===== src/design/ukcf_pkg.sv =====
// ----------------------------------------------------------------------------
// ukcf_pkg
// Shared types and constants for the UTF-8 kana case folder: codepoint
// ranges, the conversion mode and the token passed from decoder to encoder.
// ----------------------------------------------------------------------------
package ukcf_pkg;

    localparam int CP_W              = 21;
    localparam int QUEUE_DEPTH_DEF   = 4;

    localparam logic [CP_W-1:0] CP_HIRA_LO   = 21'h003040;
    localparam logic [CP_W-1:0] CP_HIRA_HI   = 21'h00309F;
    localparam logic [CP_W-1:0] CP_KATA_LO   = 21'h0030A0;
    localparam logic [CP_W-1:0] CP_KATA_HI   = 21'h0030FF;
    localparam logic [CP_W-1:0] KANA_SHIFT   = 21'h000060;
    localparam logic [CP_W-1:0] CP_MAX       = 21'h10FFFF;
    localparam logic [CP_W-1:0] CP_1B_MAX    = 21'h00007F;
    localparam logic [CP_W-1:0] CP_2B_MAX    = 21'h0007FF;
    localparam logic [CP_W-1:0] CP_3B_MAX    = 21'h00FFFF;

    // space and punctuation that keep the all-kana flag set
    localparam logic [CP_W-1:0] CP_SPACE      = 21'h000020;
    localparam logic [CP_W-1:0] CP_IDEO_SPACE = 21'h003000;
    localparam logic [CP_W-1:0] CP_IDEO_COMMA = 21'h003001;
    localparam logic [CP_W-1:0] CP_IDEO_STOP  = 21'h003002;
    localparam logic [CP_W-1:0] CP_CORNER_L   = 21'h00300C;
    localparam logic [CP_W-1:0] CP_CORNER_R   = 21'h00300D;
    localparam logic [CP_W-1:0] CP_FW_EXCL    = 21'h00FF01;
    localparam logic [CP_W-1:0] CP_FW_QUEST   = 21'h00FF1F;

    typedef enum logic {
        MODE_KATA_TO_HIRA = 1'b0,
        MODE_HIRA_TO_KATA = 1'b1
    } ukcf_mode_t;

    // one decoded codepoint on its way to the encoder
    typedef struct packed {
        logic [CP_W-1:0] cp;
        logic            kana;     // running flag after this codepoint
        logic            run_end;  // last codepoint caused by its input byte
        logic            str_end;  // its input byte ended the string
    } ukcf_token_t;

endpackage


===== src/design/ukcf_front.sv =====
// ----------------------------------------------------------------------------
// ukcf_front
// Byte acceptor and UTF-8 decoder. Gathers an unfinished sequence, emits one
// codepoint token per step and replays held bytes after a cut-off string end.
// ----------------------------------------------------------------------------
module ukcf_front
    import ukcf_pkg::*;
(
    input  logic        aclk,
    input  logic        aresetn,
    input  logic        s_tvalid,
    output logic        s_tready,
    input  logic [7:0]  s_tdata,   // [7:0] in_byte
    input  logic        s_tlast,   // in_last
    output logic        q_push,
    output ukcf_token_t q_token,
    input  logic        q_full
);

    logic [7:0]      held_reg [3];
    logic [7:0]      held_next [3];
    logic [1:0]      held_cnt_reg, held_cnt_next;
    logic            flush_reg, flush_next;
    logic            kana_reg, kana_next;

    logic [7:0]      win [4];
    logic [2:0]      n_cur;
    logic            last_cur;
    logic [2:0]      need;
    logic [CP_W-1:0] cp_asm;
    logic [CP_W-1:0] tok_cp;
    logic            tok_valid;
    logic [2:0]      used;
    logic [2:0]      tok_rem;
    logic            accept;
    logic            go;
    logic            tok_kana;

    function automatic logic [2:0] lead_len(input logic [7:0] b);
        if (b[7] == 1'b0)            return 3'd1;
        else if (b[7:5] == 3'b110)   return 3'd2;
        else if (b[7:4] == 4'b1110)  return 3'd3;
        else if (b[7:3] == 5'b11110) return 3'd4;
        else                         return 3'd0;
    endfunction

    function automatic logic allowed_cp(input logic [CP_W-1:0] cp);
        return (cp >= CP_HIRA_LO && cp <= CP_KATA_HI) ||
               cp == CP_SPACE || cp == CP_IDEO_SPACE || cp == CP_IDEO_COMMA ||
               cp == CP_IDEO_STOP || cp == CP_CORNER_L || cp == CP_CORNER_R ||
               cp == CP_FW_EXCL || cp == CP_FW_QUEST;
    endfunction

    assign s_tready = !flush_reg && !q_full;
    assign accept   = s_tvalid && s_tready;
    assign go       = accept || (flush_reg && !q_full);

    // window: held bytes followed by the incoming byte (ignored while replaying)
    always_comb begin
        win[0]   = (held_cnt_reg == 2'd0) ? s_tdata : held_reg[0];
        win[1]   = (held_cnt_reg == 2'd1) ? s_tdata : held_reg[1];
        win[2]   = (held_cnt_reg == 2'd2) ? s_tdata : held_reg[2];
        win[3]   = s_tdata;
        n_cur    = flush_reg ? {1'b0, held_cnt_reg} : {1'b0, held_cnt_reg} + 3'd1;
        last_cur = flush_reg || s_tlast;
        need     = lead_len(win[0]);
    end

    always_comb begin
        case (need)
            3'd2:    cp_asm = {10'd0, win[0][4:0], win[1][5:0]};
            3'd3:    cp_asm = {5'd0, win[0][3:0], win[1][5:0], win[2][5:0]};
            3'd4:    cp_asm = {win[0][2:0], win[1][5:0], win[2][5:0], win[3][5:0]};
            default: cp_asm = {14'd0, win[0][6:0]};
        endcase
    end

    always_comb begin
        if (need == 3'd0) begin
            tok_valid = 1'b1;
            tok_cp    = '0;
            used      = 3'd1;
        end else if (n_cur >= need) begin
            tok_valid = 1'b1;
            tok_cp    = cp_asm;
            used      = need;
        end else if (last_cur) begin
            // cut-off sequence: lead gives NUL, rest replayed as leads
            tok_valid = 1'b1;
            tok_cp    = '0;
            used      = 3'd1;
        end else begin
            tok_valid = 1'b0;
            tok_cp    = '0;
            used      = 3'd0;
        end
        tok_rem  = n_cur - used;
        tok_kana = kana_reg && allowed_cp(tok_cp);
    end

    always_comb begin
        logic [2:0] idx;
        for (int k = 0; k < 3; k++) begin
            idx          = used + 3'(k);
            held_next[k] = win[idx[1:0]];
        end
        held_cnt_next = tok_rem[1:0];
        flush_next    = tok_valid && last_cur && (tok_rem != 3'd0);
        if (tok_valid && last_cur && tok_rem == 3'd0) begin
            kana_next = 1'b1;
        end else if (tok_valid) begin
            kana_next = tok_kana;
        end else begin
            kana_next = kana_reg;
        end
    end

    assign q_push          = go && tok_valid;
    assign q_token.cp      = tok_cp;
    assign q_token.kana    = tok_kana;
    assign q_token.run_end = !(last_cur && tok_rem != 3'd0);
    assign q_token.str_end = last_cur;

    always_ff @(posedge aclk) begin
        if (!aresetn) begin
            held_cnt_reg <= 2'd0;
            flush_reg    <= 1'b0;
            kana_reg     <= 1'b1;
        end else if (go) begin
            held_cnt_reg <= held_cnt_next;
            flush_reg    <= flush_next;
            kana_reg     <= kana_next;
        end
    end

    always_ff @(posedge aclk) begin
        if (go) begin
            for (int k = 0; k < 3; k++) begin
                held_reg[k] <= held_next[k];
            end
        end
    end

`ifndef NO_ASSERTIONS
    a_flush_holds_bytes: assert property (@(posedge aclk) disable iff (!aresetn)
        flush_reg |-> (held_cnt_reg != 2'd0) && !s_tready)
        else $error("replay pending with no held bytes or input open");

    a_kana_restored: assert property (@(posedge aclk) disable iff (!aresetn)
        (accept && s_tlast && tok_rem == 3'd0) |=> kana_reg)
        else $error("all-kana flag not restored at string end");
`endif

endmodule


===== src/design/ukcf_queue.sv =====
// ----------------------------------------------------------------------------
// ukcf_queue
// Small register FIFO between the decoder and the encoder.
// ----------------------------------------------------------------------------
module ukcf_queue #(
    parameter int WIDTH = 24,
    parameter int DEPTH = 4
) (
    input  logic             aclk,
    input  logic             aresetn,
    input  logic             push,
    input  logic [WIDTH-1:0] wdata,
    output logic             full,
    input  logic             pop,
    output logic [WIDTH-1:0] rdata,
    output logic             rvalid
);

    localparam int PTR_W   = (DEPTH > 1) ? $clog2(DEPTH) : 1;
    localparam int COUNT_W = $clog2(DEPTH + 1);

    logic [WIDTH-1:0]   mem_reg [DEPTH];
    logic [PTR_W-1:0]   wr_ptr_reg, wr_ptr_next;
    logic [PTR_W-1:0]   rd_ptr_reg, rd_ptr_next;
    logic [COUNT_W-1:0] count_reg, count_next;
    logic               do_push, do_pop;

    assign full    = (count_reg == COUNT_W'(DEPTH));
    assign rvalid  = (count_reg != '0);
    assign rdata   = mem_reg[rd_ptr_reg];
    assign do_push = push && !full;
    assign do_pop  = pop && rvalid;

    always_comb begin
        wr_ptr_next = wr_ptr_reg;
        rd_ptr_next = rd_ptr_reg;
        count_next  = count_reg;
        if (do_push) begin
            wr_ptr_next = (wr_ptr_reg == PTR_W'(DEPTH - 1)) ? '0 : wr_ptr_reg + PTR_W'(1);
        end
        if (do_pop) begin
            rd_ptr_next = (rd_ptr_reg == PTR_W'(DEPTH - 1)) ? '0 : rd_ptr_reg + PTR_W'(1);
        end
        if (do_push && !do_pop) begin
            count_next = count_reg + COUNT_W'(1);
        end else if (do_pop && !do_push) begin
            count_next = count_reg - COUNT_W'(1);
        end
    end

    always_ff @(posedge aclk) begin
        if (!aresetn) begin
            wr_ptr_reg <= '0;
            rd_ptr_reg <= '0;
            count_reg  <= '0;
        end else begin
            wr_ptr_reg <= wr_ptr_next;
            rd_ptr_reg <= rd_ptr_next;
            count_reg  <= count_next;
        end
    end

    always_ff @(posedge aclk) begin
        if (do_push) begin
            mem_reg[wr_ptr_reg] <= wdata;
        end
    end

endmodule


===== src/design/ukcf_back.sv =====
// ----------------------------------------------------------------------------
// ukcf_back
// Kana shift and shortest-form UTF-8 encoder. Emits one byte per transaction
// from the queue head into the output register; holds the mode register.
// ----------------------------------------------------------------------------
module ukcf_back
    import ukcf_pkg::*;
(
    input  logic        aclk,
    input  logic        aresetn,
    input  logic        cfg_valid,
    output logic        cfg_ready,
    input  logic        cfg_data,
    input  logic        q_valid,
    input  ukcf_token_t q_token,
    output logic        q_pop,
    output logic        m_tvalid,
    input  logic        m_tready,
    output logic [15:0] m_tdata,   // [7:0] out_byte, [8] run_last, [15:9] zero
    output logic        m_tlast,   // string_end
    output logic [1:0]  m_tuser    // [0] byte_valid, [1] all_kana
);

    ukcf_mode_t      mode_reg;
    logic [1:0]      idx_reg, idx_next;
    logic            m_tvalid_reg, m_tvalid_next;
    logic [7:0]      byte_reg, byte_next;
    logic            run_last_reg, run_last_next;
    logic            str_end_reg, str_end_next;
    logic            bvalid_reg, bvalid_next;
    logic            kana_reg, kana_next;

    logic [CP_W-1:0] sc;
    logic [2:0]      enc_len;
    logic [7:0]      enc_byte;
    logic            out_free;
    logic            final_byte;
    logic            load;

    assign cfg_ready = 1'b1;

    always_comb begin
        sc = q_token.cp;
        if (mode_reg == MODE_KATA_TO_HIRA) begin
            if (q_token.cp >= CP_KATA_LO && q_token.cp <= CP_KATA_HI) begin
                sc = q_token.cp - KANA_SHIFT;
            end
        end else begin
            if (q_token.cp >= CP_HIRA_LO && q_token.cp <= CP_HIRA_HI) begin
                sc = q_token.cp + KANA_SHIFT;
            end
        end
        if (sc <= CP_1B_MAX)      enc_len = 3'd1;
        else if (sc <= CP_2B_MAX) enc_len = 3'd2;
        else if (sc <= CP_3B_MAX) enc_len = 3'd3;
        else if (sc <= CP_MAX)    enc_len = 3'd4;
        else                      enc_len = 3'd0;
    end

    always_comb begin
        case ({enc_len, idx_reg})
            {3'd1, 2'd0}: enc_byte = sc[7:0];
            {3'd2, 2'd0}: enc_byte = {3'b110, sc[10:6]};
            {3'd2, 2'd1}: enc_byte = {2'b10, sc[5:0]};
            {3'd3, 2'd0}: enc_byte = {4'b1110, sc[15:12]};
            {3'd3, 2'd1}: enc_byte = {2'b10, sc[11:6]};
            {3'd3, 2'd2}: enc_byte = {2'b10, sc[5:0]};
            {3'd4, 2'd0}: enc_byte = {5'b11110, sc[20:18]};
            {3'd4, 2'd1}: enc_byte = {2'b10, sc[17:12]};
            {3'd4, 2'd2}: enc_byte = {2'b10, sc[11:6]};
            {3'd4, 2'd3}: enc_byte = {2'b10, sc[5:0]};
            default:      enc_byte = 8'h00;
        endcase
    end

    assign out_free   = !m_tvalid_reg || m_tready;
    assign final_byte = ({1'b0, idx_reg} == enc_len - 3'd1);

    always_comb begin
        idx_next      = idx_reg;
        q_pop         = 1'b0;
        load          = 1'b0;
        byte_next     = byte_reg;
        run_last_next = run_last_reg;
        str_end_next  = str_end_reg;
        bvalid_next   = bvalid_reg;
        kana_next     = kana_reg;
        m_tvalid_next = m_tvalid_reg && !m_tready;
        if (q_valid) begin
            if (enc_len == 3'd0 && !q_token.str_end) begin
                // out of range, nothing to send
                q_pop = 1'b1;
            end else if (enc_len == 3'd0 && out_free) begin
                // bare end marker
                q_pop         = 1'b1;
                load          = 1'b1;
                byte_next     = 8'h00;
                bvalid_next   = 1'b0;
                run_last_next = 1'b1;
                str_end_next  = 1'b1;
                kana_next     = q_token.kana;
            end else if (enc_len != 3'd0 && out_free) begin
                load          = 1'b1;
                byte_next     = enc_byte;
                bvalid_next   = 1'b1;
                run_last_next = q_token.run_end && final_byte;
                str_end_next  = q_token.run_end && final_byte && q_token.str_end;
                kana_next     = q_token.kana;
                if (final_byte) begin
                    q_pop    = 1'b1;
                    idx_next = 2'd0;
                end else begin
                    idx_next = idx_reg + 2'd1;
                end
            end
        end
        if (load) begin
            m_tvalid_next = 1'b1;
        end
    end

    always_ff @(posedge aclk) begin
        if (!aresetn) begin
            mode_reg     <= MODE_KATA_TO_HIRA;
            idx_reg      <= 2'd0;
            m_tvalid_reg <= 1'b0;
        end else begin
            if (cfg_valid && cfg_ready) begin
                mode_reg <= ukcf_mode_t'(cfg_data);
            end
            idx_reg      <= idx_next;
            m_tvalid_reg <= m_tvalid_next;
        end
    end

    always_ff @(posedge aclk) begin
        byte_reg     <= byte_next;
        run_last_reg <= run_last_next;
        str_end_reg  <= str_end_next;
        bvalid_reg   <= bvalid_next;
        kana_reg     <= kana_next;
    end

    assign m_tvalid = m_tvalid_reg;
    assign m_tdata  = {7'd0, run_last_reg, byte_reg};
    assign m_tlast  = str_end_reg;
    assign m_tuser  = {kana_reg, bvalid_reg};

`ifndef NO_ASSERTIONS
    a_mid_token_head: assert property (@(posedge aclk) disable iff (!aresetn)
        (idx_reg != 2'd0) |-> q_valid && (enc_len > {1'b0, idx_reg}))
        else $error("encoder mid-sequence without a matching token");

    a_marker_ends: assert property (@(posedge aclk) disable iff (!aresetn)
        (m_tvalid_reg && !bvalid_reg) |-> str_end_reg && run_last_reg)
        else $error("bare marker not flagged as string end");
`endif

endmodule


===== src/design/utf8_kana_case_folder_core.sv =====
// ----------------------------------------------------------------------------
// utf8_kana_case_folder_core
// Path: decoder, token queue, then encoder into the output register.
// Throughput: one input byte per cycle while output bytes keep pace; a
// string cut off mid sequence holds the input while the held bytes are
// replayed as further codepoints.
// Reset: synchronous, active low; no clearing pass, ready the cycle after.
// ----------------------------------------------------------------------------
module utf8_kana_case_folder_core
    import ukcf_pkg::*;
#(
    parameter int QUEUE_DEPTH = QUEUE_DEPTH_DEF
) (
    input  logic        aclk,
    input  logic        aresetn,
    input  logic        s_tvalid,
    output logic        s_tready,
    input  logic [7:0]  s_tdata,   // [7:0] in_byte
    input  logic        s_tlast,   // in_last
    output logic        m_tvalid,
    input  logic        m_tready,
    output logic [15:0] m_tdata,   // [7:0] out_byte, [8] run_last, [15:9] zero
    output logic        m_tlast,   // string_end
    output logic [1:0]  m_tuser,   // [0] byte_valid, [1] all_kana
    input  logic        cfg_valid,
    output logic        cfg_ready,
    input  logic        cfg_data   // conv_mode
);

    ukcf_token_t push_token;
    ukcf_token_t head_token;
    logic        q_push;
    logic        q_full;
    logic        q_pop;
    logic        q_valid;

    ukcf_front u_front (
        .aclk     (aclk),
        .aresetn  (aresetn),
        .s_tvalid (s_tvalid),
        .s_tready (s_tready),
        .s_tdata  (s_tdata),
        .s_tlast  (s_tlast),
        .q_push   (q_push),
        .q_token  (push_token),
        .q_full   (q_full)
    );

    ukcf_queue #(
        .WIDTH ($bits(ukcf_token_t)),
        .DEPTH (QUEUE_DEPTH)
    ) u_queue (
        .aclk    (aclk),
        .aresetn (aresetn),
        .push    (q_push),
        .wdata   (push_token),
        .full    (q_full),
        .pop     (q_pop),
        .rdata   (head_token),
        .rvalid  (q_valid)
    );

    ukcf_back u_back (
        .aclk      (aclk),
        .aresetn   (aresetn),
        .cfg_valid (cfg_valid),
        .cfg_ready (cfg_ready),
        .cfg_data  (cfg_data),
        .q_valid   (q_valid),
        .q_token   (head_token),
        .q_pop     (q_pop),
        .m_tvalid  (m_tvalid),
        .m_tready  (m_tready),
        .m_tdata   (m_tdata),
        .m_tlast   (m_tlast),
        .m_tuser   (m_tuser)
    );

endmodule

===== config.mk =====
export PLATFORM = sky130hd
export DESIGN_NAME = utf8_kana_case_folder_core
export DESIGN_NICKNAME = d
export VERILOG_FILES = /design/src/design/ukcf_pkg.sv /design/src/design/ukcf_front.sv /design/src/design/ukcf_queue.sv /design/src/design/ukcf_back.sv /design/src/design/utf8_kana_case_folder_core.sv
export SDC_FILE = /design/constraint.sdc
export NUM_CORES = 1
export LEC_CHECK = 0
export BUFFER_PORTS_ARGS = -buffer_cell sky130_fd_sc_hd__buf_2
export CORE_UTILIZATION = 60
export CTS_CLUSTER_DIAMETER = 40
export DETAILED_ROUTE_END_ITERATION = 8
export PLACE_DENSITY = 0.84
export SETUP_SLACK_MARGIN = 0.3
export SYNTH_ARGS = -nofsm -noshare
export SYNTH_HDL_FRONTEND = slang
export SYNTH_HIERARCHICAL = 1
export SYNTH_SLANG_ARGS = --single-unit

===== constraint.sdc =====
create_clock -name aclk -period 10.46 [get_ports aclk]
set_input_delay 2.615 -clock aclk [delete_from_list [all_inputs] [get_ports aclk]]
set_output_delay 2.615 -clock aclk [all_outputs]
set_load 0.02 [all_outputs]

* Word-level counts from Yosys, hierarchy flattened
Memory sizes are Yosys's and may differ from the RTL's. A register that Yosys moved wholly into a read port is not among the register bits.
Index checks and enable logic that the tools add are counted.
** Cells by class
- Equal/unequal tests :: 30
- Bitwise operators :: 5
- Multiplexer cells :: 63
- $lt $le $gt $ge :: 14
- Add/subtract/negate cells :: 12
- Reductions and logical operators :: 56
** Operators by type and width (number)
- 21-bit by 14-bit == test with 1-bit output, second input constant :: 5
- 21-bit 2-to-1 mux :: 5
- 8-bit 2-to-1 mux :: 10
- 21-bit by 14-bit >= comparator with 1-bit output, second input constant :: 3
- 21-bit by 14-bit <= comparator with 1-bit output, second input constant :: 3
- 21-bit one-hot mux with 3 select lines :: 1
- 8-bit one-hot mux with 7 select lines :: 1
- 8-bit binary-select mux with 2-bit select :: 3
- 21-bit by 16-bit == test with 1-bit output, second input constant :: 2
- 3-bit 2-to-1 mux :: 13
- 5-bit by 4-bit == test with 1-bit output, second input constant :: 5
- 5-bit == test, second input constant :: 5
- 1-bit 2-to-1 mux :: 25
- 1-bit logical AND :: 22
- 21-bit by 7-bit adder with 21-bit output, second input constant :: 1
- 21-bit by 6-bit == test with 1-bit output, second input constant :: 1
- 21-bit by 11-bit <= comparator with 1-bit output, second input constant :: 1
- 21-bit by 16-bit <= comparator with 1-bit output, second input constant :: 1
- 21-bit <= comparator, second input constant :: 1
- 21-bit by 7-bit <= comparator with 1-bit output, second input constant :: 1
- 21-bit by 7-bit subtractor with 21-bit output, second input constant :: 1
- 1-bit logical OR :: 11
- 2-bit 2-to-1 mux :: 5
- 3-bit == test, second input constant :: 3
- 26 further kinds :: 51
** Word-level totals
- Bits in registers :: 27
- Memories kept :: 2
- Bits in writable memories :: 120
- Output and inout bits :: 22
- Bits of input ports :: 15
** Memories
- u_queue.mem_reg :: depth 4, width 24, read ports 1, clocked after memory_dff 1, wr ports 1, line ukcf_queue.sv:22 : logic [WIDTH-1:0] mem_reg [DEPTH];
- u_front.held_reg :: depth 3, width 8, read ports 3, clocked after memory_dff 0, wr ports 3, line ukcf_front.sv:20 : logic [7:0] held_reg [3];

* Longest topological paths before layout
- Depth after elaboration :: 24
- Mapped depth :: 25

* Modules after synthesis
The synthesis kept the hierarchy.
** By module, submodules not included
- ukcf_queue :: area each 3967.6 µm², sequential area each 3062.9 µm², times used 1, cells each 177
- ukcf_front :: area each 2907.8 µm², sequential area each 800.8 µm², times used 1, cells each 352
- ukcf_back :: area each 1620.3 µm², sequential area each 440.4 µm², times used 1, cells each 183

* Least setup slack after synthesis
No wires, ideal clock.
- Path kind :: input-to-reg
- Start :: in s_tdata[5]
- End :: reg u_front.kana_reg
- Data required time :: 10.379 ns
- Path buffers :: 4
- Cell stages on the path :: 20
- Arrival :: 6.641 ns
- Setup slack :: 3.738 ns
- Path through :: clkbuf_1 nand4_1 nand2_1 clkbuf_1 a22oi_1 ha_1 a21oi_1 maj3_4 buf_6 nor2b_1 nor2_1 nor2_2 inv_1 clkbuf_1 ha_1 inv_1 fa_1 xnor2_1 or4b_2 a41oi_1
** On the way
- Word-level cells in the longest chain between the ends :: 23
** Ends and longest elaborated chain
- from (decl) :: line utf8_kana_case_folder_core.sv:18 : input logic [7:0] s_tdata,
- 8-bit 2-to-1 mux :: line ukcf_front.sv:60 : win[0] = (held_cnt_reg == 2'd0) ? s_tdata : held_reg[0];
- 5-bit == test :: line ukcf_front.sv:43 : else if (b[7:3] == 5'b11110) return 3'd4;
- 3-bit 2-to-1 mux :: line ukcf_front.sv:43
- 3-bit 2-to-1 mux :: line ukcf_front.sv:42 : else if (b[7:4] == 4'b1110) return 3'd3;
- 3-bit 2-to-1 mux :: line ukcf_front.sv:41 : else if (b[7:5] == 3'b110) return 3'd2;
- 3-bit 2-to-1 mux :: line ukcf_front.sv:40 : if (b[7] == 1'b0) return 3'd1;
- 3-bit == test / 3-bit by 2-bit == test with 1-bit output (equally long branches) :: line ukcf_front.sv:70 : case (need)
- 21-bit one-hot mux with 3 select lines :: line ukcf_front.sv:70
- [... 3 more ...]
- 1-bit logical AND :: line ukcf_front.sv:48 : return (cp >= CP_HIRA_LO && cp <= CP_KATA_HI) ||
- 1-bit logical OR :: line ukcf_front.sv:48
- 1-bit logical OR (3 in a row) :: line ukcf_front.sv:49 : cp == CP_SPACE || cp == CP_IDEO_SPACE || cp == CP_IDEO_COMMA ||
- 1-bit logical OR (3 in a row) :: line ukcf_front.sv:50 : cp == CP_IDEO_STOP || cp == CP_CORNER_L || cp == CP_CORNER_R ||
- 1-bit logical OR :: line ukcf_front.sv:51 : cp == CP_FW_EXCL || cp == CP_FW_QUEST;
- 1-bit logical AND :: line ukcf_front.sv:98 : tok_kana = kana_reg && allowed_cp(tok_cp);
- 1-bit 2-to-1 mux :: line ukcf_front.sv:111 : end else if (tok_valid) begin
- 1-bit 2-to-1 mux :: line ukcf_front.sv:109 : if (tok_valid && last_cur && tok_rem == 3'd0) begin
- to (signal assigned) :: line ukcf_front.sv:132 : kana_reg <= kana_next;
- to (decl) :: line ukcf_front.sv:24 : logic kana_reg, kana_next;
Several ways; a longest one is shown, not always the timed one. The select of a mux whose other input is x is not followed.
A chain may end at the register's enable or synchronous reset.

* Final worst setup path
- Start :: in s_tdata[5]
- End :: reg u_front.flush_reg
** On the way
- Word-level cells in the longest chain between the ends :: 12
** Ends and longest elaborated chain
- 8-bit 2-to-1 mux (*) :: line ukcf_front.sv:60
- 5-bit == test :: line ukcf_front.sv:43
- 3-bit 2-to-1 mux :: line ukcf_front.sv:43
- 3-bit 2-to-1 mux :: line ukcf_front.sv:42
- 3-bit 2-to-1 mux (*) :: line ukcf_front.sv:41
- 3-bit 2-to-1 mux (*) :: line ukcf_front.sv:40
- 3-bit >= comparator :: line ukcf_front.sv:83 : end else if (n_cur >= need) begin
- 3-bit 2-to-1 mux :: line ukcf_front.sv:83
- 3-bit 2-to-1 mux (*) :: line ukcf_front.sv:79 : if (need == 3'd0) begin
- 3-bit subtractor (*) :: line ukcf_front.sv:97 : tok_rem = n_cur - used;
- net u_front.tok_rem[1] :: line ukcf_front.sv:34 : logic [2:0] tok_rem;
- 3-bit nonzero test (*) :: line ukcf_front.sv:108 : flush_next = tok_valid && last_cur && (tok_rem != 3'd0);
- 1-bit logical AND (*) :: line ukcf_front.sv:108
- to (signal assigned) :: line ukcf_front.sv:131 : flush_reg <= flush_next;
- to (decl) :: line ukcf_front.sv:23 : logic flush_reg, flush_next;
Mark *: on every way through the listed nets, which the timed path passes. The rest lies on a longest branch.

==> results.json <==
{
  "setup_violations": 0,
  "hold_path.class": "reg2reg",
  "cts_buffers": 17,
  "layout-drive-gt1-share": 0.173,
  "finalHoldViolations": 0,
  "seq_area_um2": 4300,
  "slew_headroom": 0.339,
  "largest_register_ffs": 96,
  "slew_violations": 0,
  "final_common_cell": "edfxtp_1",
  "leakage_nw": 3.32,
  "power_switching_mw": 1.50,
  "n_fill_cell": 944,
  "track_usage": 0.276,
  "worst_ir_drop_vdd_uv": 223,
  "crit_chain": "buf_2 -> nand4_1 -> nand2_1 -> a21o_1 -> ha_1 -> nand2b_1 -> a21oi_1 -> maj3_4 -> nor2b_1 -> nor2_1 -> nor2_2 -> buf_4 -> inv_1 -> ha_1 -> inv_1 -> fa_1 -> o31ai_1 -> o21ai_0 -> and2_1",
  "yosysSeqAreaShare": 0.507,
  "first_pass_iters": 6,
  "area_growth_pct": 9.12,
  "cpMaxStageDelayCell": "o31ai_1",
  "io_pins": 37,
  "synthCells": 712,
  "switching_share": 0.428,
  "setup_tns_ns": 0,
  "fin_nets": 770,
  "ys_seq_elements": 149,
  "num_vias": 5981,
  "ys.flop_type": "edfxtp_1",
  "syn_area_um2": 8500,
  "async_flop_share": 0,
  "gr-total-overflow": 0,
  "yosysWarnings": 6,
  "status": "completed",
  "final_cell_mix": "edfxtp_1, nand2_1, nor2_1",
  "fp.dieArea_um2": 14600,
  "power.density_nw_per_um2": 379,
  "fmax_mhz": 146,
  "antenna_cells": 0,
  "clk_pin_slew_ns": 0.07,
  "die_h_um": 121,
  "seq_power_share": 0.301,
  "wl_per_cell_um": 20.8,
  "grt_pass1_wl_um": 30300,
  "ctsResizeCount": 0,
  "cp.arrival_ns": 7.18,
  "finalCoreUtilization": 0.670,
  "start_kind": "primary input",
  "crit_required_ns": 10.79,
  "start_util": 0.614,
  "skew_ns": 0.0158,
  "grt_start_max_net_pins": 34,
  "p_int_mw": 2.01,
  "drc": 0,
  "worst_pin_slew_ns": 0.987,
  "end_kind": "flip-flop",
  "multiInputGateArea_um2": 3840,
  "rsz0062_at_grt": "no",
  "critPathBufInv": 4,
  "drt_iter0_drc": 601,
  "postCtsSetupBuffers": 0,
  "cp_top_family": "simple AND/OR/NAND/NOR gates",
  "avgSynthCellArea_um2": 11.9,
  "clk_path_buf_depth": 2,
  "numClockSinks": 149,
  "cts_root_buf": "clkbuf_16",
  "antenna_found_initial": 0,
  "place_congestion": 0.926,
  "die_width_um": 121,
  "dp.cells": 889,
  "ant_nets": 0,
  "synth_edf_count": 132,
  "cap_violations": 0,
  "final_cells": 921,
  "p_comb_frac": 0.521,
  "critPathMaxStageDelay_ns": 0.63,
  "detailedPlacementHpwl_um": 13200,
  "placeableCoreArea_um2": 13800,
  "crit_type": "in2reg",
  "io_buffers": 28,
  "fin_crit_ns": 6.85,
  "yosysUniqueCellTypes": 96,
  "clk_latency_ns": 0.43,
  "clkPwrFrac": 0.178,
  "total_power_mw": 3.51,
  "drt_wl_total_um": 19100,
  "hold_buffers": 0,
  "via_per_inst": 6.49,
  "grt_pass1_vias": 5861,
  "finalCritPeriodShare": 0.655,
  "cts_tree": "yes",
  "path_max_fanout": 33,
  "num_rows": 43,
  "htree_num_levels": 4
}
==> worst reg2reg max path, delay by kind of cell, from the launching register on <==
family / cells / cell delay, ns
flip-flops: 1 / 0.32
AO/OA/AOI/OAI: 6 / 1.70
AND/OR/NAND/NOR: 6 / 1.61
XOR/XNOR: 2 / 0.33
adder cells (fa/ha/maj): 3 / 0.97
buffers and inverters: 3 / 0.59
multiplexers: 2 / 1.14
==> synthesized netlist by cell type, drive strengths merged, types with 7 or more instances <==
| master | number | area share |
|---|---|---|
| clkbuf | 19 | 0.0085 |
| mux2i | 34 | 0.040 |
| o21ai | 46 | 0.027 |
| o22ai | 7 | 0.0052 |
| a31oi | 7 | 0.0059 |
| mux2 | 9 | 0.012 |
| inv | 25 | 0.011 |
| mux4 | 24 | 0.065 |
| nor2 | 55 | 0.025 |
| nor4 | 9 | 0.011 |
| nand2 | 68 | 0.030 |
| edfxtp | 132 | 0.47 |
| buf | 26 | 0.024 |
| ha | 25 | 0.037 |
| nand3 | 16 | 0.0094 |
| and2 | 17 | 0.013 |
| a21oi | 27 | 0.016 |
| nor3 | 11 | 0.0065 |
| o211ai | 14 | 0.013 |
| dfxtp | 17 | 0.040 |
==> final timing paths <==
path,from,end,slack [ns],cells past startpoint
worst min-delay path,u_queue/wr_ptr_reg[1]$_SDFFE_PN0P_,u_queue/wr_ptr_reg[1]$_SDFFE_PN0P_,0.51,2
worst max-delay path,s_tdata[5],u_front/flush_reg$_SDFFE_PN0P_,3.61,19
worst min register to register,u_queue/wr_ptr_reg[1]$_SDFFE_PN0P_,u_queue/wr_ptr_reg[1]$_SDFFE_PN0P_,0.51,2
worst max register to register,flip-flop,u_queue/count_reg[2]$_SDFFE_PN0P_,3.73,22
==> routing by layer <==
| metal | up-vias | routed length, µm | track usage |
|---|---|---|---|
| li1 | 2742 | - | - |
| met1 | 2906 | 7790 | 0.339 |
| met5 | - | 0 | 0 |
| met3 | 51 | 1150 | 0.0493 |
| met4 | 0 | 630 | 0.151 |
| met2 | 282 | 9580 | 0.463 |
==> kinds of logic after synthesis <==
kind of cell / after synthesis / synth area share
AOI/OAI and AO/OA: 163 / 0.142
xor gates and xnor gates: 9 / 0.00928
adders and majority gates: 28 / 0.0432
buffers and inverters: 70 / 0.0434
DFF: 149 / 0.507
muxes: 67 / 0.118
other: 2 / 0.000884
and+or+nand+nor: 224 / 0.137
==> cell type report <==
cell class,instances,share of cell area
inverter,25,0.0101
clock buffer,18,0.0463
clock inverter,14,0.0186
tap,180,0.0243
sequential,149,0.464
multi-input combinational,499,0.415
timing repair buffer,36,0.0216
==> power by group through the flow <==
stage / logic [mW] / clock network, mW / registers [mW]
after floorplan: 1.38 / 0 / 1.07
after global placement: 1.70 / 0 / 1.05
after detailed placement: 1.77 / 0 / 1.07
after CTS: 1.80 / 0.634 / 1.06
after global routing: 1.98 / 0.656 / 1.08
final: 1.83 / 0.626 / 1.06
==> metrics by stage <==
stage,hold slack (ns),area [µm²],worst slack (ns)
2_1_floorplan,0.468,8520,3.74
3_3_place_gp,0.478,8670,3.51
3_5_place_dp,0.502,8670,3.29
4_1_cts,0.511,9270,3.70
5_1_grt,0.543,9270,3.28
6_report,0.514,9270,3.61
Power figures use the tool's default switching activity.
